===== src/header_framed_coordinate_parser_assert.svh =====
// Assertion macros for the header framed coordinate parser.
// Used by the top level only; expects i_clk and i_rst_n in scope.
`ifndef HEADER_FRAMED_COORDINATE_PARSER_ASSERT_SVH
`define HEADER_FRAMED_COORDINATE_PARSER_ASSERT_SVH

// Same-cycle implication, disabled while reset is held.
`define HFCP_ASSERT_SAME(lbl, ante, cons, msg) \
    lbl: assert property (@(posedge i_clk) disable iff (!i_rst_n) (ante) |-> (cons)) \
        else $error(msg);

// Next-cycle implication, disabled while reset is held.
`define HFCP_ASSERT_NEXT(lbl, ante, cons, msg) \
    lbl: assert property (@(posedge i_clk) disable iff (!i_rst_n) (ante) |=> (cons)) \
        else $error(msg);

`endif


===== src/hfcp_pkg.sv =====
// Shared types, constants and the digit combining function of the
// header framed coordinate parser. No dependencies.
`default_nettype none

package hfcp_pkg;

    localparam int BYTE_W      = 8;
    localparam int COORD_W     = 15;
    localparam int COORD_COUNT = 8;
    localparam int PAYLOAD_LEN = 24;
    localparam int DIGITS      = 3;
    localparam int COUNT_W     = 5;

    localparam logic [BYTE_W-1:0]  HDR_FIRST  = 8'h2B;
    localparam logic [BYTE_W-1:0]  HDR_SECOND = 8'h4F;
    localparam logic [COUNT_W-1:0] FRAME_LEN  = 5'd26;
    localparam logic [COUNT_W-1:0] HDR_LEN    = 5'd2;

    typedef logic [BYTE_W-1:0]  t_byte;
    typedef logic [COORD_W-1:0] t_coord;

    typedef enum logic [1:0] {
        PH_HUNT1 = 2'd0,
        PH_HUNT2 = 2'd1,
        PH_DATA  = 2'd2,
        PH_DONE  = 2'd3
    } t_phase;

    // Status of the framer for the byte it currently sees: done is set when
    // that byte is the last payload byte, and coord then holds the frame.
    typedef struct packed {
        logic                         done;
        t_coord [COORD_COUNT-1:0]     coord;
    } t_frame_result;

    // Hundreds, tens and ones combined; constant multiplies only.
    function automatic t_coord combine_digits(t_byte d0, t_byte d1, t_byte d2);
        combine_digits = COORD_W'(d0) * COORD_W'(100)
                       + COORD_W'(d1) * COORD_W'(10)
                       + COORD_W'(d2);
    endfunction

endpackage

`default_nettype wire


===== src/header_framed_coordinate_parser.sv =====
// Input register, then result register, lie between a frame's last byte and its beat.
// Throughput: one byte per cycle unless stalled; each register holds one beat.
// The input stage stalls only when a completed frame meets an untaken result beat.
// Reset (i_rst_n low, synchronous) empties both registers and returns the hunt to the
// first header; the payload line is not cleared, every entry is rewritten per frame.
`default_nettype none

`include "header_framed_coordinate_parser_assert.svh"

module header_framed_coordinate_parser (
    input  wire                                i_clk,
    input  wire                                i_rst_n,
    // Receive side: one serial byte per beat.
    input  wire                                i_s_axis_tvalid,
    output logic                               o_s_axis_tready,
    input  wire  [7:0]                         i_s_axis_tdata,   // [7:0] rx_byte
    // Result side: one beat per complete frame.
    output logic                               o_m_axis_tvalid,
    input  wire                                i_m_axis_tready,
    // [14:0] point1_x, [29:15] point1_y, [44:30] point2_x, [59:45] point2_y,
    // [74:60] point3_x, [89:75] point3_y, [104:90] point4_x, [119:105] point4_y
    output logic [119:0]                       o_m_axis_tdata
);
    import hfcp_pkg::*;

    // Input register: holds one received byte until the framer takes it.
    logic          r_in_valid;
    t_byte         r_in_byte;

    // Result register: holds one frame's coordinates until the sink takes it.
    logic          r_out_valid;
    t_coord [COORD_COUNT-1:0] r_out_coord;

    t_frame_result w_res;
    logic          w_in_consume;
    logic          w_load;

    // The framer takes the registered byte unless that byte completes a frame
    // while the previous result beat is still waiting for the sink.
    assign w_in_consume = r_in_valid
                          && (!w_res.done || !r_out_valid || i_m_axis_tready);
    assign w_load       = w_in_consume && w_res.done;

    assign o_s_axis_tready = !r_in_valid || w_in_consume;

    always_ff @(posedge i_clk) begin
        if (!i_rst_n) begin
            r_in_valid <= 1'b0;
        end else if (o_s_axis_tready) begin
            r_in_valid <= i_s_axis_tvalid;
        end
    end

    always_ff @(posedge i_clk) begin
        if (o_s_axis_tready && i_s_axis_tvalid) begin
            r_in_byte <= i_s_axis_tdata;
        end
    end

    hfcp_framer u_framer (
        .i_clk    (i_clk),
        .i_rst_n  (i_rst_n),
        .i_step   (w_in_consume),
        .i_byte   (r_in_byte),
        .o_result (w_res)
    );

    always_ff @(posedge i_clk) begin
        if (!i_rst_n) begin
            r_out_valid <= 1'b0;
        end else if (w_load) begin
            r_out_valid <= 1'b1;
        end else if (i_m_axis_tready) begin
            r_out_valid <= 1'b0;
        end
    end

    always_ff @(posedge i_clk) begin
        if (w_load) begin
            r_out_coord <= w_res.coord;
        end
    end

    assign o_m_axis_tvalid = r_out_valid;
    assign o_m_axis_tdata  = r_out_coord;

    // A result beat appears only when a frame has just completed.
    `HFCP_ASSERT_NEXT(a_no_spurious_result, !r_out_valid && !w_load, !r_out_valid, "result beat without a completed frame")
    // A held input byte is neither lost nor altered while the framer waits.
    `HFCP_ASSERT_NEXT(a_input_held, r_in_valid && !w_in_consume, r_in_valid && $stable(r_in_byte), "stalled input byte lost")
    // A new result never overwrites one the sink has not taken.
    `HFCP_ASSERT_SAME(a_no_overwrite, w_load, !r_out_valid || i_m_axis_tready, "pending result overwritten")

endmodule

`default_nettype wire


===== src/hfcp_framer.sv =====
// Header hunt state machine, payload shift line and coordinate conversion.
// Depends on hfcp_pkg.
`default_nettype none

module hfcp_framer (
    input  wire                    i_clk,
    input  wire                    i_rst_n,
    input  wire                    i_step,
    input  wire hfcp_pkg::t_byte   i_byte,
    output hfcp_pkg::t_frame_result o_result
);
    import hfcp_pkg::*;

    localparam int STORE_LEN = PAYLOAD_LEN - 1;

    t_phase              r_phase, n_phase;
    logic [COUNT_W-1:0]  r_count, n_count;
    t_byte               r_store [STORE_LEN];
    t_byte               w_payload [PAYLOAD_LEN];
    logic                w_last;

    always_ff @(posedge i_clk) begin
        if (!i_rst_n) begin
            r_phase <= PH_HUNT1;
            r_count <= '0;
        end else if (i_step) begin
            r_phase <= n_phase;
            r_count <= n_count;
        end
    end

    always_comb begin
        n_phase = PH_HUNT1;
        n_count = '0;
        w_last  = 1'b0;
        case (r_phase)
            PH_HUNT1: begin
                if (i_byte == HDR_FIRST) begin
                    n_phase = PH_HUNT2;
                    n_count = COUNT_W'(1);
                end
            end
            PH_HUNT2: begin
                if (i_byte == HDR_SECOND) begin
                    n_phase = PH_DATA;
                    n_count = HDR_LEN;
                end
            end
            PH_DATA: begin
                n_phase = PH_DATA;
                n_count = r_count + COUNT_W'(1);
                if (r_count == FRAME_LEN - COUNT_W'(1)) begin
                    n_phase = PH_DONE;
                    w_last  = 1'b1;
                end
            end
            default: begin
                n_phase = PH_HUNT1;
                n_count = '0;
            end
        endcase
    end

    // Payload bytes move down the line; the oldest sits at index 0.
    always_ff @(posedge i_clk) begin
        if (i_step && r_phase == PH_DATA) begin
            for (int k = 0; k < STORE_LEN - 1; k++) begin
                r_store[k] <= r_store[k + 1];
            end
            r_store[STORE_LEN - 1] <= i_byte;
        end
    end

    always_comb begin
        for (int k = 0; k < STORE_LEN; k++) begin
            w_payload[k] = r_store[k];
        end
        w_payload[PAYLOAD_LEN - 1] = i_byte;
    end

    always_comb begin
        o_result.done = w_last;
        for (int c = 0; c < COORD_COUNT; c++) begin
            o_result.coord[c] = combine_digits(w_payload[c * DIGITS],
                                               w_payload[c * DIGITS + 1],
                                               w_payload[c * DIGITS + 2]);
        end
    end

endmodule

`default_nettype wire


===== config.mk =====
export PLATFORM = sky130hd
export DESIGN_NAME = header_framed_coordinate_parser
export DESIGN_NICKNAME = d
export VERILOG_FILES = /design/src/hfcp_pkg.sv /design/src/header_framed_coordinate_parser.sv /design/src/hfcp_framer.sv
export VERILOG_INCLUDE_DIRS = /design/src /design/src/src
export SDC_FILE = /design/constraint.sdc
export NUM_CORES = 1
export LEC_CHECK = 0
export BUFFER_PORTS_ARGS = -buffer_cell sky130_fd_sc_hd__buf_2
export CORE_MARGIN = 5
export CORE_UTILIZATION = 40
export DETAILED_ROUTE_END_ITERATION = 12
export PLACE_DENSITY = 0.58
export REMOVE_ABC_BUFFERS = 1
export SLEW_MARGIN = 15
export SYNTH_ARGS = -nofsm -noshare
export SYNTH_HDL_FRONTEND = slang
export SYNTH_HIERARCHICAL = 1
export SYNTH_SLANG_ARGS = --single-unit

===== constraint.sdc =====
create_clock -name i_clk -period 20.2 [get_ports i_clk]
set_input_delay 0 -clock i_clk [delete_from_list [all_inputs] [get_ports i_clk]]
set_output_delay 0 -clock i_clk [all_outputs]
set_load 0.01 [all_outputs]

After elaboration in Yosys (flattened, before gate mapping). Memories as Yosys holds them, arrays and structs flattened. Index checks and enable logic that the tools add are counted.

Multiplexer cells: 13. Equal/unequal tests: 5. Multiply operators: 16. Reduce and logical (&&, ||, !) cells: 12. $add $sub $neg: 17.

Operators by type and width (count): $add A15 B12 Y15 (8); $add A15 B8 Y15 (8); $mul A8 B5 Y13 const B (8); $mul A8 B3 Y11 const B (8); $pmux W5 S3 (1); $mux W1 (9); $eq A8 B6 Y1 const B (1); $eq A8 B7 Y1 const B (1); $pmux W2 S3 (1); $add A5 B1 Y5 const B (1); $eq A5 B5 Y1 const B (1); $logic_and A1 B1 Y1 (4); $mux W2 (2); $logic_not A1 Y1 (3); $logic_or A1 B1 Y1 (3); $eq A2 B1 Y1 const B (1); $eq A2 B2 Y1 const B (1); $logic_not A2 Y1 (1); $reduce_bool A2 Y1 (1).

RAM bits: 184. Logic and storage cells: 77. Bits of input ports: 12. Memories: 1. Flip-flop bits (word level): 137.

Memories: u_framer.r_store (depth 23, bits a word 8, read ports 23, clocked after memory_dff 0, write ports 23, RTL line hfcp_framer.sv:18) `t_byte r_store [STORE_LEN];`.

Longest topological paths before layout.
Word-level depth: 10. Mapped depth: 18.

By module. Netlist, hierarchy kept.

Modules (own cells, without submodules): hfcp_framer (sequential area each 5665.4 µm², cells an instance 1753, area each 19160.9 µm², instances 1); header_framed_coordinate_parser (sequential area each 3883.7 µm², cells an instance 140, area each 3961.3 µm², instances 1).

Worst setup path after synthesis. OpenSTA, ideal clock, no wires.

Path type: register to register. Start point: reg u_framer.r_count[0]. End point: reg r_out_coord (netlist bit o_m_axis_tdata[0]), enable pin. Data required time: 19600 ps. Stages on the path, launching flop included: 7. Setup slack: 13583 ps. Arrival: 6017 ps. Period minus slack after synthesis: 6617 ps. Cells stage by stage: dfxtp_1 -> ha_1 -> nand3_1 -> nor3b_1 -> buf_4 -> nand2_1 -> nor2_1.

Word-level cells in the longest chain between the ends: 8.

RTL lines: from (decl) (RTL line hfcp_framer.sv:17) `logic [COUNT_W-1:0] r_count, n_count;`; from (signal assigned) (RTL line hfcp_framer.sv:28) `r_count <= n_count;`; $eq A5 B5 Y1 (*) (RTL line hfcp_framer.sv:52) `if (r_count == FRAME_LEN - COUNT_W'(1)) begin`; $mux W1 (*) (RTL line hfcp_framer.sv:52); $mux W1 (*) (RTL line hfcp_framer.sv:36) `case (r_phase)`; via u_framer.w_last (RTL line hfcp_framer.sv:20) `logic w_last;`; $logic_not A1 Y1 (RTL line header_framed_coordinate_parser.sv:41) `&& (!w_res.done || !r_out_valid || i_m_axis_tready);`; $logic_or A1 B1 Y1 (2 in a row) (RTL line header_framed_coordinate_parser.sv:41); $logic_and A1 B1 Y1 (RTL line header_framed_coordinate_parser.sv:41); $logic_and A1 B1 Y1 (*) (RTL line header_framed_coordinate_parser.sv:42) `assign w_load = w_in_consume && w_res.done;`; via w_load (RTL line header_framed_coordinate_parser.sv:36) `logic w_load;`; to (signal assigned) (RTL line header_framed_coordinate_parser.sv:80) `r_out_coord <= w_res.coord;`; to (decl) (RTL line header_framed_coordinate_parser.sv:32) `t_coord [COORD_COUNT-1:0] r_out_coord;`.

Mark *: on every way through the listed nets, which the timed path passes. The rest lies on a longest branch. A chain may end at the register's enable or synchronous reset.

==> flow_summary_export.csv <==
group,metric,value,unit
grt,antenna_found_initial,0,
clocking,cts-htree-levels,2,
synthesis,synth_edf_count,312,
pwr,p_total,1507,µW
clocking,clk-insertion-delay-late,550,ps
sta,finalSetupTns,0,ps
final_layout,fin_nets,2626,
drt,firstDrtPassIters,5,
synthesis,yosysSeqAreaShare,41.30,%
setup_path,arrival,4700,ps
clocking,numCtsBuffers,41,
synthesis,synth_top_area_share,40.52,%
synthesis,yosysTopAreaCell,"edfxtp_1",
floorplan,ioPinCount,134,
setup_path,reg2reg_slack,15800,ps
placement,dpl-instance-area,24720,µm²
sta,relSlewSlack,32.79,%
clocking,cts_resized,0,
floorplan,core_area,57480,µm²
floorplan,die_area,62710,µm²
min_path,holdPathEnd,"r_in_byte[0]",
pwr,power_frac_clock,50.9,%
run,maxCapViolCount,0,
drt,drc,0,
drt,drt_wl_total,44470,µm
pwr,comb_power_share,1.1,%
setup_path,r2r_end,"o_m_axis_tdata[89]",
sta,post-route-period-util,21.80,%
min_path,hold_class,"in2reg",
placement,dp_hpwl,34030,µm
floorplan,row_count,88,
floorplan,die_w,250.4,µm
sta,fin_crit,4404,ps
floorplan,floorplan.die.height,250.4,µm
pwr,p_int,1204,µW
pwr,power_density,57.41,nW/µm²
grt,grt_max_degree,79,
sta,tightest_slew,1008,ps
setup_path,critPathKind,"reg2reg",
final_layout,diodes,0,
drt,vias,14200,
final_layout,fin_area,26250,µm²
grt,grt_pass1_vias,14580,
synthesis,yosysMostFrequentCell,"ha_1",
setup_path,r2r_start,"u_framer/r_store[1][58]",
sta,hold_viol_final,0,
clocking,root_buffer,"clkbuf_16",
sta,setup_viol,0,
synthesis,synthTopCellsByArea,"edfxtp_1, ha_1, fa_1",
clocking,clk_pin_slew,60,ps
grt,grt_pass1_wl,73690,µm
clocking,cts.sinks,321,
pwr,p_sw_share,20.08,%
pwr,switching_power,302.5,µW
placement,place_ws,15820,ps
drt,wl_per_cell,15.48,µm
synthesis,synth_commonest_cells,"ha_1, edfxtp_1, inv_1, xnor2_1, a21oi_1",
drt,vias_per_cell,4.943,
synthesis,ys_warn_count,6,
final_layout,drive_gt1_share,10.63,%
drt,first_iter_violations,637,
pwr,ir_drop,63.42,µV
synthesis,ys_seq_elements,321,
setup_path,critPathMaxFanout,5,
synthesis,synth_area,23120,µm²
floorplan,start_util,40.23,%
placement,port_buffers,133,
final_layout,fillers,5290,
synthesis,synth.distinct_cells,69,
setup_path,crit_required,20490,ps
synthesis,ys.flop_type,"edfxtp_1",
final_layout,area_delta_synth_final,13.51,%
grt,gr-usage-all-layers,14.10,%
clocking,tritoncts,"yes",
clocking,clock_path_buffers,3,
sta,finClkSkew,11.23,ps
placement,gp_congestion,0.8131,
pwr,p_leak,0.01176,µW
synthesis,synth_cells,1893,
setup_path,cp-end-kind,"register",
sta,fmax,227.0,MHz
setup_path,reg2reg_depth,14,
setup_path,startpoint_type,"register",
sta,slew_viol_final,0,
sta,worst_slack,15800,ps
pwr,pwr-share-seq,48.1,%
sta,rsz0062_at_grt,"false",
drt,final_antenna_net_count,0,
status,status,"completed",
synthesis,async_flop_share,0,%
min_path,whs_path_depth,2,
synthesis,syn_area_per_cell,12.21,µm²
grt,grt-ovfl-total,0,
min_path,worstHoldStart,"i_s_axis_tdata[0]",
-- sequential cells by signal (all words and copies together), names as in the netlist --
name,count
u_framer/r_store,184
o_m_axis_tdata,120
r_in_byte,8
u_framer/r_count,5
u_framer/r_phase,2
o_m_axis_tvalid,1
r_in_valid,1
-- final cells by class --
| class | count | area [µm²] | share of cell area, % |
|---|---|---|---|
| multi-input combinational | 1297 | 12510 | 47.68 |
| inverter | 265 | 999.7 | 3.809 |
| timing repair buffer | 149 | 815.8 | 3.108 |
| clock inverter | 24 | 281.5 | 1.073 |
| clock buffer | 52 | 1130 | 4.305 |
| tap | 765 | 957.2 | 3.647 |
| sequential | 321 | 9549 | 36.38 |
-- placed cells by master, fill, tap and decap left out, drive strengths merged, types with 10 or more instances in the layout --
cell | Yosys | final
fa | 88 | 88
ha | 451 | 451
inv | 265 | 267
o21bai | 22 | 22
nor2 | 75 | 75
nor3 | 14 | 14
nand2b | 21 | 21
nor2b | 38 | 38
xor2 | 43 | 43
clkinv | 0 | 12
o21ai | 61 | 61
a211oi | 11 | 11
dlygate4sd3 | 0 | 12
nand2 | 25 | 25
o21a | 38 | 38
clkbuf | 0 | 52
xnor2 | 136 | 136
a21o | 48 | 48
o41ai | 10 | 10
a21oi | 96 | 96
edfxtp | 312 | 312
buf | 10 | 137
-- routing by layer --
metal | track usage (%) | vias to the layer above | share of wire [%]
li1 | - | 7146 | -
met1 | 19.37 | 6827 | 48
met2 | 23.52 | 176 | 47
met3 | 2.295 | 52 | 3.5
met4 | 3.415 | 0 | 1.8
met5 | 0 | - | 0
-- critical path, cell delays in order, from the launching register on --
cell and delay, ps:
edfxtp_1 450, ha_1 340, ha_1 310, fa_1 460, ha_1 350, nor2b_1 140, o21ai_0 210, nor2b_1 200
xnor2_1 140, ha_1 250, ha_1 370, o21a_1 160, a2111oi_1 510, a2111oi_2 120, xnor2_1 150
-- logic make-up (layout without fill, tap and decap cells) --
kind of cell / after synthesis / in the layout / synth area share [%]
compound gates: 357 / 357 / 10.21
xor+xnor: 179 / 179 / 6.780
fa+ha+maj: 539 / 539 / 32.02
buf+inv: 275 / 490 / 4.616
mux: 1 / 1 / 0.04870
simple gates: 221 / 221 / 5.027
flops: 321 / 321 / 41.30
-- worst max path at each step --
stage                          to  slack (ps)               startpoint  cells past startpoint
6_report       o_m_axis_tdata[89]       15800  u_framer/r_store[1][58]                     14
5_1_grt        o_m_axis_tdata[89]       15580  u_framer/r_store[1][58]                     14
4_1_cts        o_m_axis_tdata[89]       15800  u_framer/r_store[1][58]                     14
3_5_place_dp   o_m_axis_tdata[89]       15820  u_framer/r_store[1][58]                     14
3_3_place_gp   o_m_axis_tdata[89]       15920  u_framer/r_store[1][58]                     14
2_1_floorplan   o_m_axis_tdata[0]       13430      u_framer/r_count[0]                      5
-- power groups by stage --
stage	logic, µW	clock network (µW)	registers [µW]
after floorplan	10.7	0	737
final	16.2	766	724
after CTS	16.4	796	724
after global routing	18.3	825	724
after global placement	14.2	0	738
after detailed placement	14.5	0	738
-- stage by stage --
step | instances | hold slack, ps | utilization [%]
after floorplan | 1883 | 98.87 | -
after global placement | 2785 | 178.8 | 43.00
after detailed placement | 2785 | 178.5 | 43.00
after CTS | 2873 | 112.1 | 45.67
after global routing | 2873 | 140.6 | 45.67
final | 2873 | 158.2 | 45.67
-- what timing repair did --
item                                   4_1_cts  5_1_grt
hold buffers                                12        0
buffers inserted                             0        0
endpoints found under the hold margin       25        0
(Power assumes the default switching activity.)
